## src/design/cmah_pkg.sv

```systemverilog
// ----------------------------------------------------------------------------
// cmah_pkg
// Shared types and constants of the calibrated moving average height block.
// ----------------------------------------------------------------------------
package cmah_pkg;

    localparam int DEF_WINDOW      = 100;
    localparam int DEF_SAMPLE_BITS = 10;

    localparam int MV_W      = 12;
    localparam int HT_W      = 20;
    localparam int CFG_W     = 12;
    localparam int CFG_IDX_W = 2;
    localparam int PERCENT   = 100;

    localparam logic [CFG_W-1:0] FULL_SCALE_RST = 12'd3000;
    localparam logic [CFG_W-1:0] TOP_RST        = 12'd1000;

    typedef enum logic [CFG_IDX_W-1:0] {
        REG_FULL_SCALE = 2'd0,
        REG_TOP        = 2'd1
    } t_reg_idx;

    typedef enum logic [1:0] {
        SEL_MEAN = 2'd0,
        SEL_MV   = 2'd1,
        SEL_HT   = 2'd2
    } t_div_sel;

    typedef struct packed {
        logic     load;
        logic     acc;
        logic     div_go;
        t_div_sel div_sel;
        logic     mul;
        logic     scale;
        logic     out_load;
    } t_cmd;

    typedef struct packed {
        logic div_done;
        logic out_free;
    } t_stat;

endpackage

```

## src/design/calibrated_moving_average_height.sv

```systemverilog
// ----------------------------------------------------------------------------
// calibrated_moving_average_height
// Boxcar mean of ADC samples in millivolts, reference capture at first full
// window, and signed height percentage against the top level.
//
//   channel   direction  handshake              word
//   input     in         i_valid / o_stall      i_sample
//   output    out        o_valid / i_stall      o_mean_mv, o_reference_mv,
//                                               o_height_percent, o_height_valid
//   config    in         i_cfg_we               i_cfg_index, i_cfg_data
//
// Each word passes three times through the shared two-bit-per-cycle divider.
// Synchronous active-low reset; the sample ring needs no clearing pass.
// A new word is taken while the previous result waits in the output register;
// a stalled output holds the sequencer only at its final load step.
// ----------------------------------------------------------------------------
module calibrated_moving_average_height import cmah_pkg::*; #(
    parameter int WINDOW      = DEF_WINDOW,
    parameter int SAMPLE_BITS = DEF_SAMPLE_BITS
) (
    input  logic                   i_clk,
    input  logic                   i_rst_n,
    input  logic                   i_valid,
    output logic                   o_stall,
    input  logic [SAMPLE_BITS-1:0] i_sample,
    output logic                   o_valid,
    input  logic                   i_stall,
    output logic [MV_W-1:0]        o_mean_mv,
    output logic [MV_W-1:0]        o_reference_mv,
    output logic signed [HT_W-1:0] o_height_percent,
    output logic                   o_height_valid,
    input  logic                   i_cfg_we,
    input  logic [CFG_IDX_W-1:0]   i_cfg_index,
    input  logic [CFG_W-1:0]       i_cfg_data
);

    t_cmd  cmd;
    t_stat stat;

    cmah_ctrl u_ctrl (
        .i_clk   (i_clk),
        .i_rst_n (i_rst_n),
        .i_valid (i_valid),
        .o_stall (o_stall),
        .i_stat  (stat),
        .o_cmd   (cmd)
    );

    cmah_datapath #(
        .WINDOW      (WINDOW),
        .SAMPLE_BITS (SAMPLE_BITS)
    ) u_datapath (
        .i_clk            (i_clk),
        .i_rst_n          (i_rst_n),
        .i_cmd            (cmd),
        .o_stat           (stat),
        .i_sample         (i_sample),
        .i_cfg_we         (i_cfg_we),
        .i_cfg_index      (i_cfg_index),
        .i_cfg_data       (i_cfg_data),
        .i_stall          (i_stall),
        .o_valid          (o_valid),
        .o_mean_mv        (o_mean_mv),
        .o_reference_mv   (o_reference_mv),
        .o_height_percent (o_height_percent),
        .o_height_valid   (o_height_valid)
    );

endmodule

```

## src/design/cmah_div.sv

```systemverilog
// ----------------------------------------------------------------------------
// cmah_div
// Restoring unsigned divider, two quotient bits per cycle.
// ----------------------------------------------------------------------------
module cmah_div #(
    parameter int DIV_W = 22,
    parameter int DVS_W = 12
) (
    input  logic             i_clk,
    input  logic             i_rst_n,
    input  logic             i_start,
    input  logic [DIV_W-1:0] i_dividend,
    input  logic [DVS_W-1:0] i_divisor,
    output logic [DIV_W-1:0] o_quotient,
    output logic             o_done
);

    localparam int ITER  = DIV_W / 2;
    localparam int CNT_W = $clog2(ITER + 1);

    logic [DVS_W:0]   r_rem, n_rem;
    logic [DIV_W-1:0] r_quo, n_quo;
    logic [DVS_W-1:0] r_dvs;
    logic [CNT_W-1:0] r_cnt;
    logic             r_busy;
    logic             r_done;

    always_comb begin
        n_rem = r_rem;
        n_quo = r_quo;
        for (int k = 0; k < 2; k++) begin
            n_rem = {n_rem[DVS_W-1:0], n_quo[DIV_W-1]};
            n_quo = {n_quo[DIV_W-2:0], 1'b0};
            if (n_rem >= {1'b0, r_dvs}) begin
                n_rem    = n_rem - {1'b0, r_dvs};
                n_quo[0] = 1'b1;
            end
        end
    end

    always_ff @(posedge i_clk) begin
        if (!i_rst_n) begin
            r_busy <= 1'b0;
            r_done <= 1'b0;
            r_cnt  <= '0;
        end else begin
            r_done <= r_busy && (r_cnt == CNT_W'(1));
            if (i_start) begin
                r_busy <= 1'b1;
                r_cnt  <= CNT_W'(ITER);
            end else if (r_busy) begin
                r_cnt <= r_cnt - CNT_W'(1);
                if (r_cnt == CNT_W'(1)) begin
                    r_busy <= 1'b0;
                end
            end
        end
    end

    always_ff @(posedge i_clk) begin
        if (i_start) begin
            r_rem <= '0;
            r_quo <= i_dividend;
            r_dvs <= i_divisor;
        end else if (r_busy) begin
            r_rem <= n_rem;
            r_quo <= n_quo;
        end
    end

    assign o_quotient = r_quo;
    assign o_done     = r_done;

endmodule

```

## src/design/cmah_datapath.sv

```systemverilog
// ----------------------------------------------------------------------------
// cmah_datapath
// Sample ring, running sum, config registers, scaling and output register.
// ----------------------------------------------------------------------------
module cmah_datapath import cmah_pkg::*; #(
    parameter int WINDOW      = DEF_WINDOW,
    parameter int SAMPLE_BITS = DEF_SAMPLE_BITS
) (
    input  logic                   i_clk,
    input  logic                   i_rst_n,
    input  t_cmd                   i_cmd,
    output t_stat                  o_stat,
    input  logic [SAMPLE_BITS-1:0] i_sample,
    input  logic                   i_cfg_we,
    input  logic [CFG_IDX_W-1:0]   i_cfg_index,
    input  logic [CFG_W-1:0]       i_cfg_data,
    input  logic                   i_stall,
    output logic                   o_valid,
    output logic [MV_W-1:0]        o_mean_mv,
    output logic [MV_W-1:0]        o_reference_mv,
    output logic signed [HT_W-1:0] o_height_percent,
    output logic                   o_height_valid
);

    localparam int SLOT_W = $clog2(WINDOW);
    localparam int FILL_W = $clog2(WINDOW + 1);
    localparam int SUM_W  = SAMPLE_BITS + $clog2(WINDOW);
    localparam int PROD_W = SAMPLE_BITS + CFG_W;
    localparam int RAW_W  = (SUM_W > PROD_W) ? ((SUM_W > HT_W - 1) ? SUM_W : HT_W - 1)
                                             : ((PROD_W > HT_W - 1) ? PROD_W : HT_W - 1);
    localparam int DIV_W  = ((RAW_W + 1) / 2) * 2;
    localparam int DVS_A  = (FILL_W > SAMPLE_BITS) ? FILL_W : SAMPLE_BITS;
    localparam int DVS_W  = (DVS_A > MV_W) ? DVS_A : MV_W;

    localparam logic [DVS_W-1:0] WIN_DVS = DVS_W'(WINDOW);
    localparam logic [DVS_W-1:0] ADC_MAX = DVS_W'((1 << SAMPLE_BITS) - 1);
    localparam logic signed [HT_W-1:0] PCT = HT_W'(PERCENT);

    logic [SAMPLE_BITS-1:0] r_mem [WINDOW];
    logic [SAMPLE_BITS-1:0] r_rd;
    logic [SAMPLE_BITS-1:0] r_sample;
    logic [SLOT_W-1:0]      r_slot;
    logic [FILL_W-1:0]      r_fill;
    logic [SUM_W-1:0]       r_sum;
    logic [CFG_W-1:0]       r_full_scale;
    logic [CFG_W-1:0]       r_top;
    logic [PROD_W-1:0]      r_prod;
    logic [MV_W-1:0]        r_mv;
    logic [MV_W-1:0]        r_ref;
    logic                   r_taken;
    logic [HT_W-1:0]        r_num_mag;
    logic [MV_W-1:0]        r_den_mag;
    logic                   r_neg;
    logic                   r_hvalid;
    logic                   r_out_valid;
    logic [MV_W-1:0]        r_out_mv;
    logic [MV_W-1:0]        r_out_ref;
    logic [HT_W-1:0]        r_out_ht;
    logic                   r_out_hv;

    logic [DIV_W-1:0]       div_dividend;
    logic [DVS_W-1:0]       div_divisor;
    logic [DIV_W-1:0]       div_quo;
    logic                   div_done;

    logic [SAMPLE_BITS-1:0] old_sample;
    logic                   full;
    logic [MV_W-1:0]        mv;
    logic                   capture;
    logic [MV_W-1:0]        n_ref;
    logic signed [MV_W:0]   diff;
    logic signed [MV_W:0]   den;
    logic signed [HT_W-1:0] num;
    logic [HT_W-1:0]        ht_mag;

    always_comb begin
        case (i_cmd.div_sel)
            SEL_MEAN: begin
                div_dividend = DIV_W'(r_sum);
                div_divisor  = WIN_DVS;
            end
            SEL_MV: begin
                div_dividend = DIV_W'(r_prod);
                div_divisor  = ADC_MAX;
            end
            SEL_HT: begin
                div_dividend = DIV_W'(r_num_mag);
                div_divisor  = DVS_W'(r_den_mag);
            end
            default: begin
                div_dividend = '0;
                div_divisor  = '0;
            end
        endcase
    end

    cmah_div #(
        .DIV_W (DIV_W),
        .DVS_W (DVS_W)
    ) u_div (
        .i_clk      (i_clk),
        .i_rst_n    (i_rst_n),
        .i_start    (i_cmd.div_go),
        .i_dividend (div_dividend),
        .i_divisor  (div_divisor),
        .o_quotient (div_quo),
        .o_done     (div_done)
    );

    assign full       = (r_fill == FILL_W'(WINDOW));
    assign old_sample = full ? r_rd : '0;
    assign mv         = div_quo[MV_W-1:0];
    assign capture    = full && !r_taken;
    assign n_ref      = capture ? mv : r_ref;
    assign diff       = $signed({1'b0, mv}) - $signed({1'b0, n_ref});
    assign den        = $signed({1'b0, r_top}) - $signed({1'b0, n_ref});
    assign num        = HT_W'(diff) * PCT;
    assign ht_mag     = div_quo[HT_W-1:0];

    // ring memory
    always_ff @(posedge i_clk) begin
        if (i_cmd.load) begin
            r_rd <= r_mem[r_slot];
        end
        if (i_cmd.acc) begin
            r_mem[r_slot] <= r_sample;
        end
    end

    always_ff @(posedge i_clk) begin
        if (!i_rst_n) begin
            r_slot       <= '0;
            r_fill       <= '0;
            r_sum        <= '0;
            r_ref        <= '0;
            r_taken      <= 1'b0;
            r_full_scale <= FULL_SCALE_RST;
            r_top        <= TOP_RST;
            r_out_valid  <= 1'b0;
        end else begin
            if (i_cfg_we) begin
                case (t_reg_idx'(i_cfg_index))
                    REG_FULL_SCALE: r_full_scale <= i_cfg_data;
                    REG_TOP:        r_top        <= i_cfg_data;
                    default:        ;
                endcase
            end
            if (i_cmd.acc) begin
                r_sum  <= r_sum - SUM_W'(old_sample) + SUM_W'(r_sample);
                r_slot <= (r_slot == SLOT_W'(WINDOW - 1)) ? '0 : r_slot + SLOT_W'(1);
                if (!full) begin
                    r_fill <= r_fill + FILL_W'(1);
                end
            end
            if (i_cmd.scale) begin
                r_ref <= n_ref;
                if (capture) begin
                    r_taken <= 1'b1;
                end
            end
            if (i_cmd.out_load) begin
                r_out_valid <= 1'b1;
            end else if (!i_stall) begin
                r_out_valid <= 1'b0;
            end
        end
    end

    always_ff @(posedge i_clk) begin
        if (i_cmd.load) begin
            r_sample <= i_sample;
        end
        if (i_cmd.mul) begin
            r_prod <= PROD_W'(div_quo[SAMPLE_BITS-1:0]) * PROD_W'(r_full_scale);
        end
        if (i_cmd.scale) begin
            r_mv      <= mv;
            r_num_mag <= num[HT_W-1] ? HT_W'(-num) : HT_W'(num);
            r_den_mag <= den[MV_W] ? MV_W'(-den) : den[MV_W-1:0];
            r_neg     <= num[HT_W-1] ^ den[MV_W];
            r_hvalid  <= (capture || r_taken) && (n_ref != '0) && (r_top != n_ref);
        end
        if (i_cmd.out_load) begin
            r_out_mv  <= r_mv;
            r_out_ref <= r_ref;
            r_out_hv  <= r_hvalid;
            r_out_ht  <= !r_hvalid ? '0 : (r_neg ? -ht_mag : ht_mag);
        end
    end

    assign o_stat.div_done = div_done;
    assign o_stat.out_free = !r_out_valid || !i_stall;

    assign o_valid          = r_out_valid;
    assign o_mean_mv        = r_out_mv;
    assign o_reference_mv   = r_out_ref;
    assign o_height_percent = $signed(r_out_ht);
    assign o_height_valid   = r_out_hv;

endmodule

```

## src/design/cmah_ctrl.sv

```systemverilog
// ----------------------------------------------------------------------------
// cmah_ctrl
// Sequencer: ring update, three divider passes, output load.
// ----------------------------------------------------------------------------
module cmah_ctrl import cmah_pkg::*; (
    input  logic  i_clk,
    input  logic  i_rst_n,
    input  logic  i_valid,
    output logic  o_stall,
    input  t_stat i_stat,
    output t_cmd  o_cmd
);

    typedef enum logic [10:0] {
        ST_IDLE    = 11'b000_0000_0001,
        ST_SUM     = 11'b000_0000_0010,
        ST_DIV1_GO = 11'b000_0000_0100,
        ST_DIV1    = 11'b000_0000_1000,
        ST_MUL     = 11'b000_0001_0000,
        ST_DIV2_GO = 11'b000_0010_0000,
        ST_DIV2    = 11'b000_0100_0000,
        ST_SCALE   = 11'b000_1000_0000,
        ST_DIV3_GO = 11'b001_0000_0000,
        ST_DIV3    = 11'b010_0000_0000,
        ST_OUT     = 11'b100_0000_0000
    } t_state;

    t_state r_state, n_state;

    always_comb begin
        n_state        = r_state;
        o_cmd          = '0;
        o_cmd.div_sel  = SEL_MEAN;
        case (r_state)
            ST_IDLE: begin
                if (i_valid) begin
                    o_cmd.load = 1'b1;
                    n_state    = ST_SUM;
                end
            end
            ST_SUM: begin
                o_cmd.acc = 1'b1;
                n_state   = ST_DIV1_GO;
            end
            ST_DIV1_GO: begin
                o_cmd.div_go  = 1'b1;
                o_cmd.div_sel = SEL_MEAN;
                n_state       = ST_DIV1;
            end
            ST_DIV1: begin
                if (i_stat.div_done) begin
                    n_state = ST_MUL;
                end
            end
            ST_MUL: begin
                o_cmd.mul = 1'b1;
                n_state   = ST_DIV2_GO;
            end
            ST_DIV2_GO: begin
                o_cmd.div_go  = 1'b1;
                o_cmd.div_sel = SEL_MV;
                n_state       = ST_DIV2;
            end
            ST_DIV2: begin
                if (i_stat.div_done) begin
                    n_state = ST_SCALE;
                end
            end
            ST_SCALE: begin
                o_cmd.scale = 1'b1;
                n_state     = ST_DIV3_GO;
            end
            ST_DIV3_GO: begin
                o_cmd.div_go  = 1'b1;
                o_cmd.div_sel = SEL_HT;
                n_state       = ST_DIV3;
            end
            ST_DIV3: begin
                if (i_stat.div_done) begin
                    n_state = ST_OUT;
                end
            end
            ST_OUT: begin
                if (i_stat.out_free) begin
                    o_cmd.out_load = 1'b1;
                    n_state        = ST_IDLE;
                end
            end
            default: begin
                n_state = ST_IDLE;
            end
        endcase
    end

    always_ff @(posedge i_clk) begin
        if (!i_rst_n) begin
            r_state <= ST_IDLE;
        end else begin
            r_state <= n_state;
        end
    end

    assign o_stall = (r_state != ST_IDLE);

endmodule
```

## config.mk

```make
export PLATFORM = sky130hd
export DESIGN_NAME = calibrated_moving_average_height
export DESIGN_NICKNAME = d
export VERILOG_FILES = /design/src/design/cmah_pkg.sv /design/src/design/calibrated_moving_average_height.sv /design/src/design/cmah_div.sv /design/src/design/cmah_datapath.sv /design/src/design/cmah_ctrl.sv
export SDC_FILE = /design/constraint.sdc
export NUM_CORES = 2
export LEC_CHECK = 0
export BUFFER_PORTS_ARGS = -buffer_cell sky130_fd_sc_hd__buf_2
export CORE_UTILIZATION = 57
export DETAILED_ROUTE_END_ITERATION = 6
export MAX_ROUTING_LAYER = met4
export PLACE_DENSITY = 0.74
export SKIP_CTS_REPAIR_TIMING = 1
export SYNTH_ARGS = -nofsm -noshare
export SYNTH_HDL_FRONTEND = slang
export SYNTH_SLANG_ARGS = --single-unit
```

## constraint.sdc

```tcl
create_clock -name i_clk -period 7.5 [get_ports i_clk]
set_clock_uncertainty 0.15 [all_clocks]
set_input_delay 1.125 -clock i_clk [delete_from_list [all_inputs] [get_ports i_clk]]
set_output_delay 1.125 -clock i_clk [all_outputs]
set_load 0.01 [all_outputs]
```

After elaboration in Yosys (flattened, before gate mapping)
Memory sizes are Yosys's and may differ from the RTL's. A register that Yosys moved wholly into a read port is not among the register bits.
Index checks and enable logic that the tools add are counted.
W data, S select, Z words.
Cells by class
  add/subtract/negate cells: 12
  $mul: 2
  magnitude comparators: 2
  equality and inequality tests: 25
  muxes and demuxes: 37
  bitwise gates (word level): 3
  reductions and logical operators: 19
Operators by type and width (count)
  $pmux W11 S11: 1
  $pmux W22 S3: 1
  $mux W11: 5
  $mux W12: 4
  $mux W22: 2
  $neg A20 Y20: 2
  $pmux W12 S3: 1
  $ge A13 B12 Y1: 2
  $sub A12 B12 Y13: 2
  $sub A12 B12 Y12: 2
  $mul A10 B12 Y22: 1
  $mux W20: 1
  $mux W19: 1
  $mul A13 B6 Y18 const B: 1
  $add A17 B10 Y17: 1
  $sub A17 B10 Y17: 1
  $mux W1: 16
  $add A7 B1 Y7 const B: 2
  $eq A7 B7 Y1 const B: 2
  $ne A12 B12 Y1: 1
  $neg A12 Y12: 1
  $reduce_bool A12 Y1: 1
  $eq A11 B1 Y1 const B: 1
  $eq A11 B10 Y1 const B: 1
  other kinds (30): 47
Storage, ports and cells
  flip-flop bits (word level): 255
  bits in writable memories: 1000
  output and inout port bits: 47
  word-level logic and storage cells: 129
  memories: 1
Memory list
  u_datapath.r_mem: words 100, bits a word 10, read ports 1, clocked after Yosys merged registers in 1, write ports 1, RTL line cmah_datapath.sv:39  | logic [SAMPLE_BITS-1:0] r_mem [WINDOW];

Logic depth before layout (Yosys ltp)
  word-level depth: 7
  depth in mapped cells: 33

Modules after synthesis
A second synthesis with hierarchy kept.
Second synthesis, totals
  cell total of the unflattened synthesis: 4039
  area total of the unflattened synthesis: 56566.8 µm²
Modules (own cells, without submodules)
  cmah_datapath: instances 1, cells an instance 3586, area each 52223.8 µm², sequential area each 35343.9 µm²
  cmah_div: instances 1, cells an instance 367, area each 3590.9 µm², sequential area each 1381.3 µm²
  cmah_ctrl: instances 1, cells an instance 86, area each 752.0 µm², sequential area each 220.2 µm²

Worst setup path before layout
Ideal clock, no wire load.
  path kind: register -> register
  start point: register u_datapath.r_fill[0]
  end point: register u_datapath.r_num_mag[11] (data pin)
  arrival time: 6.645 ns
  required time: 7.085 ns
  setup slack: 0.439 ns
  cell stages (with the launch flop): 33
  buffers on the path: 1
  cell sequence: dfxtp_1 > inv_1 > ha_1 > and3b_1 > nand2_2 > o21ai_0 > ha_1 > inv_1 > ha_1 > nor2_1 > o21ai_0 > maj3_1 > o22a_1 > a21o_1 > a21o_1 > xor2_1 > inv_1 > fa_1 > inv_1 > ha_1 > fa_1 > a21o_1 > a21oi_1 > o21bai_1 > a21oi_1 > o21ai_0 > a21o_1 > a2111oi_0 > nor3_1 > xnor2_1 > clkbuf_1 > nor2_1 > xor2_1
Between the ends
  word-level cells in the longest chain between the ends: 7
RTL lines
  start: declaration: RTL line cmah_datapath.sv:43  | logic [FILL_W-1:0] r_fill;
  start signal: assignment: RTL line cmah_datapath.sv:152  | r_fill <= r_fill + FILL_W'(1);
  $eq A7 B7 Y1 *: RTL line cmah_datapath.sv:110  | assign full = (r_fill == FILL_W'(WINDOW));
  $logic_and A1 B1 Y1 *: RTL line cmah_datapath.sv:113  | assign capture = full && !r_taken;
  $mux W12 *: RTL line cmah_datapath.sv:114  | assign n_ref = capture ? mv : r_ref;
  named net u_datapath.n_ref[0]: RTL line cmah_datapath.sv:70  | logic [MV_W-1:0] n_ref;
  $sub A12 B12 Y13 *: RTL line cmah_datapath.sv:115  | assign diff = $signed({1'b0, mv}) - $signed({1'b0, n_ref});
  $mul A13 B6 Y18 *: RTL line cmah_datapath.sv:117  | assign num = HT_W'(diff) * PCT;
  $neg A20 Y20: RTL line cmah_datapath.sv:178  | r_num_mag <= num[HT_W-1] ? HT_W'(-num) : HT_W'(num);
  $mux W19 *: RTL line cmah_datapath.sv:178
  end signal: assignment: RTL line cmah_datapath.sv:178
  end: declaration: RTL line cmah_datapath.sv:51  | logic [HT_W-1:0] r_num_mag;
Mark *: on every way through the listed nets, which the timed path passes. The rest lies on a longest branch.
A chain may end at the register's enable or synchronous reset.

Worst setup path after layout
  start point: register u_datapath.r_fill[0]
  end point: register u_datapath.r_num_mag[3] (data pin)
The elaborated chain is that of the path after synthesis.

==> key figures <==
Outcome
  – Outcome: finished, final reports clean

Finish
  – Post-layout nets: 4,256
  – Layout cells sized above 1: 0.0941
  – Final std cells w/o fill: 5,338
  – Most common library cell in the layout ignoring fill and taps: edfxtp_1
  – Cell area after layout: 61,200 um^2
  – Commonest non-fill, non-tap cells in the layout: edfxtp_1, a22oi_1, nand2_1
  – Filler Cell Count: 6,854
  – Area Overhead vs Synth: 10.2%

Global routing
  – GRT Total Usage: 0.296
  – Global-route wire length before repair: 211,000 um
  – GR Overflow Total: 0
  – Initial antenna violation count: 4
  – Number of global-route vias before repair: 33,500
  – Pin count of the biggest net entering global routing: 103

Critical path
  – Data arrival, critical path: 7.39 ns
  – CP max FO: 9
  – CP Launch Type: flip-flop
  – WS Path Type: reg2reg
  – Setup slack, reg-to-reg: 0.41 ns
  – Crit path max-delay cell type: fa_1
  – Reg2Reg Depth: 33
  – CP required: 7.80 ns
  – R2r startpoint: u_datapath.r_fill[0]
  – Setup crit end kind: flip-flop
  – Slowest stage delay, CP: 0.49 ns
  – Crit Reg-Reg Endpoint: u_datapath.r_num_mag[3]

Synthesis
  – Number of cells produced by synthesis: 3,914
  – Post-synthesis register bit count: 1,263
  – Syn_nets: 4,209
  – Number of flops mapped to enable cells by yosys: 1,165
  – Post-synth cell types: 80
  – Seq/Total Area, Yosys: 0.666
  – Post-synth ARST share: 0
  – Synthesized cell area: 55,500 um^2
  – Avg Cell Area, Syn: 14.2 um^2
  – Yosys warns: 0
  – Top_reg_cell synth: edfxtp_1

STA
  – Slew headroom: 0.0920
  – Final period utilization: 0.946
  – Fin crit period: 7.09 ns
  – Final Hold Vio Count: 0
  – Fmax: 141 MHz
  – Final Slew Violations: 0
  – Worst slew pin tran: 1.36 ns
  – Setup violations, final: 0

Clock tree
  – Clk sinks: 1,263
  – Clk root buf: clkbuf_16
  – Reg clk slew, reported paths: 0.07 ns
  – Clock buffer count from CTS: 118
  – H-tree levels: 3
  – Clock tree buffer depth: 3
  – CTS tree: built
  – Clock Latency Late Sink: 0.72 ns

Hold path
  – Hold EP: u_datapath.o_mean_mv[9]
  – WHS Path Cells: 0
  – HP Class: reg2reg
  – Hold wc startpoint: u_datapath.r_mv[9]

Die
  – Die Area: 98,600 um^2
  – Chip Height: 314 um
  – CORE AREA: 96,600 um^2
  – Die W: 314 um
  – # IOs: 76
  – Initial Util: 0.575
  – Row count: 114

Power and ir drop
  – Max VDD drop: 0.220 mV
  – Total power draw: 0.0159 W
  – Leakage power: 20.7 nW
  – PD cells: 260 nW/um^2

Run
  – Max-cap viol count: 0

Route
  – DR vias/cell: 6.50
  – DRC: 0
  – DRT iter0 DRCs: 4,438
  – Drt pass-1 iters: 6
  – Avg WL per Cell: 26.6 um
  – Remaining antenna violation count: 0
  – Final WL: 142,000 um
  – Via Count: 34,700

Place
  – DP HPWL: 86,500 um
  – Placed inst area: 57,300 um^2
  – Placed insts: 5,113
  – IO Port Bufs: 75
  – Placer congestion estimate: 0.909
power by group:
part | internal [W] | switching [W]
Clock | 0.00328 | 0.00256
Sequential | 0.00782 | 0.0000639
Combinational | 0.000907 | 0.00124
flip-flops by register name, indices dropped and copies added (netlist names), 4 cells and up:
register	cells
u_ctrl.r_state	11
u_datapath.o_height_percent	20
u_datapath.o_mean_mv	12
u_datapath.o_reference_mv	12
u_datapath.r_den_mag	12
u_datapath.r_fill	7
u_datapath.r_full_scale	12
u_datapath.r_mem	1000
u_datapath.r_mv	12
u_datapath.r_num_mag	18
u_datapath.r_prod	22
u_datapath.r_rd	10
u_datapath.r_ref	12
u_datapath.r_sample	10
u_datapath.r_slot	7
u_datapath.r_sum	17
u_datapath.r_top	12
u_datapath.u_div.o_quotient	22
u_datapath.u_div.r_cnt	4
u_datapath.u_div.r_dvs	12
u_datapath.u_div.r_rem	12
stage by stage:
step,setup slack (ns),utilization,hold slack [ns],setup TNS (ns)
2_1_floorplan,0.439,-,0.250,0
3_3_place_gp,0.117,0.594,0.252,0
3_5_place_dp,-0.0154,0.594,0.261,-0.0154
4_1_cts,-0.0833,0.633,0.275,-0.0833
5_1_grt,-0.00400,0.633,0.288,-0.00701
6_report,0.405,0.633,0.277,0
logic make-up (layout without fill, tap and decap cells):
logic type | count (synthesis) | after routing | synth area share
flip-flops | 1263 | 1263 | 0.666
AO/OA/AOI/OAI | 950 | 950 | 0.123
adder cells (fa/ha/maj) | 270 | 270 | 0.0740
XOR/XNOR | 148 | 148 | 0.0235
multiplexers | 60 | 60 | 0.0136
other | 0 | 3 | 0
buffers and inverters | 430 | 575 | 0.0292
AND/OR/NAND/NOR | 793 | 793 | 0.0707
layout make-up:
class | instances | area, um^2 | area share
Sequential cell | 1263 | 36900 | 0.604
Multi-Input combinational cell | 2221 | 17000 | 0.279
Clock buffer | 158 | 3220 | 0.0526
Tap cell | 1276 | 1600 | 0.0261
Timing Repair Buffer | 148 | 1010 | 0.0165
Inverter | 209 | 785 | 0.0128
Clock inverter | 60 | 543 | 0.00888
Antenna cell | 3 | 7.51 | 0.000123
cells in the mapped netlist (28+ instances only):
cell      count  share of area
nor2_1      185          0.013
clkbuf_1    187          0.013
nor2b_1      33         0.0037
inv_1       207          0.014
nand4_1      57         0.0064
nand3_1      45         0.0041
fa_1         98          0.035
nor3_1       28         0.0025
o21ai_0      79         0.0071
xnor2_1     100          0.016
and2_1      103          0.012
a221oi_1    100          0.016
dfxtp_1      98          0.035
nand2_1     228          0.015
ha_1        168          0.038
a21o_1       42         0.0057
a21oi_1     123          0.011
a22o_1      111          0.018
buf_1        30         0.0020
xor2_1       47         0.0074
a31oi_1      88         0.0099
edfxtp_1   1165           0.63
mux2i_1      34         0.0061
a22oi_1     295          0.040
routing by layer:
metal	global-route usage	vias up	share of wire
met5	-	-	0
met4	0.127	0	0.044
met3	0.0497	331	0.10
met2	0.451	2058	0.47
met1	0.395	17200	0.39
li1	-	15100	-
worst max-delay path: cells and delay by family, from the launching register on:
| kind | cells | cell delay [ns] |
|---|---|---|
| XOR/XNOR | 2 | 0.35 |
| buffers and inverters | 6 | 0.53 |
| AND/OR/NAND/NOR | 5 | 0.72 |
| flip-flops | 1 | 0.36 |
| adder cells (fa/ha/maj) | 7 | 2.24 |
| multiplexers | 1 | 0.33 |
| AO/OA/AOI/OAI | 12 | 2.18 |
worst max-delay path by stage:
stage                                    start  slack (ns)                  endpoint  cells past startpoint
after CTS                 u_datapath.r_fill[0]       -0.08   u_datapath.r_num_mag[3]                     31
final                     u_datapath.r_fill[0]        0.41   u_datapath.r_num_mag[3]                     33
after detailed placement  u_datapath.r_fill[0]       -0.02   u_datapath.r_num_mag[3]                     31
after global placement    u_datapath.r_fill[0]        0.12   u_datapath.r_num_mag[3]                     31
after global routing      u_datapath.r_fill[0]      -0.004   u_datapath.r_num_mag[4]                     35
after floorplan           u_datapath.r_fill[0]        0.44  u_datapath.r_num_mag[11]                     32
Note: power is estimated with default switching activity, not from simulation.
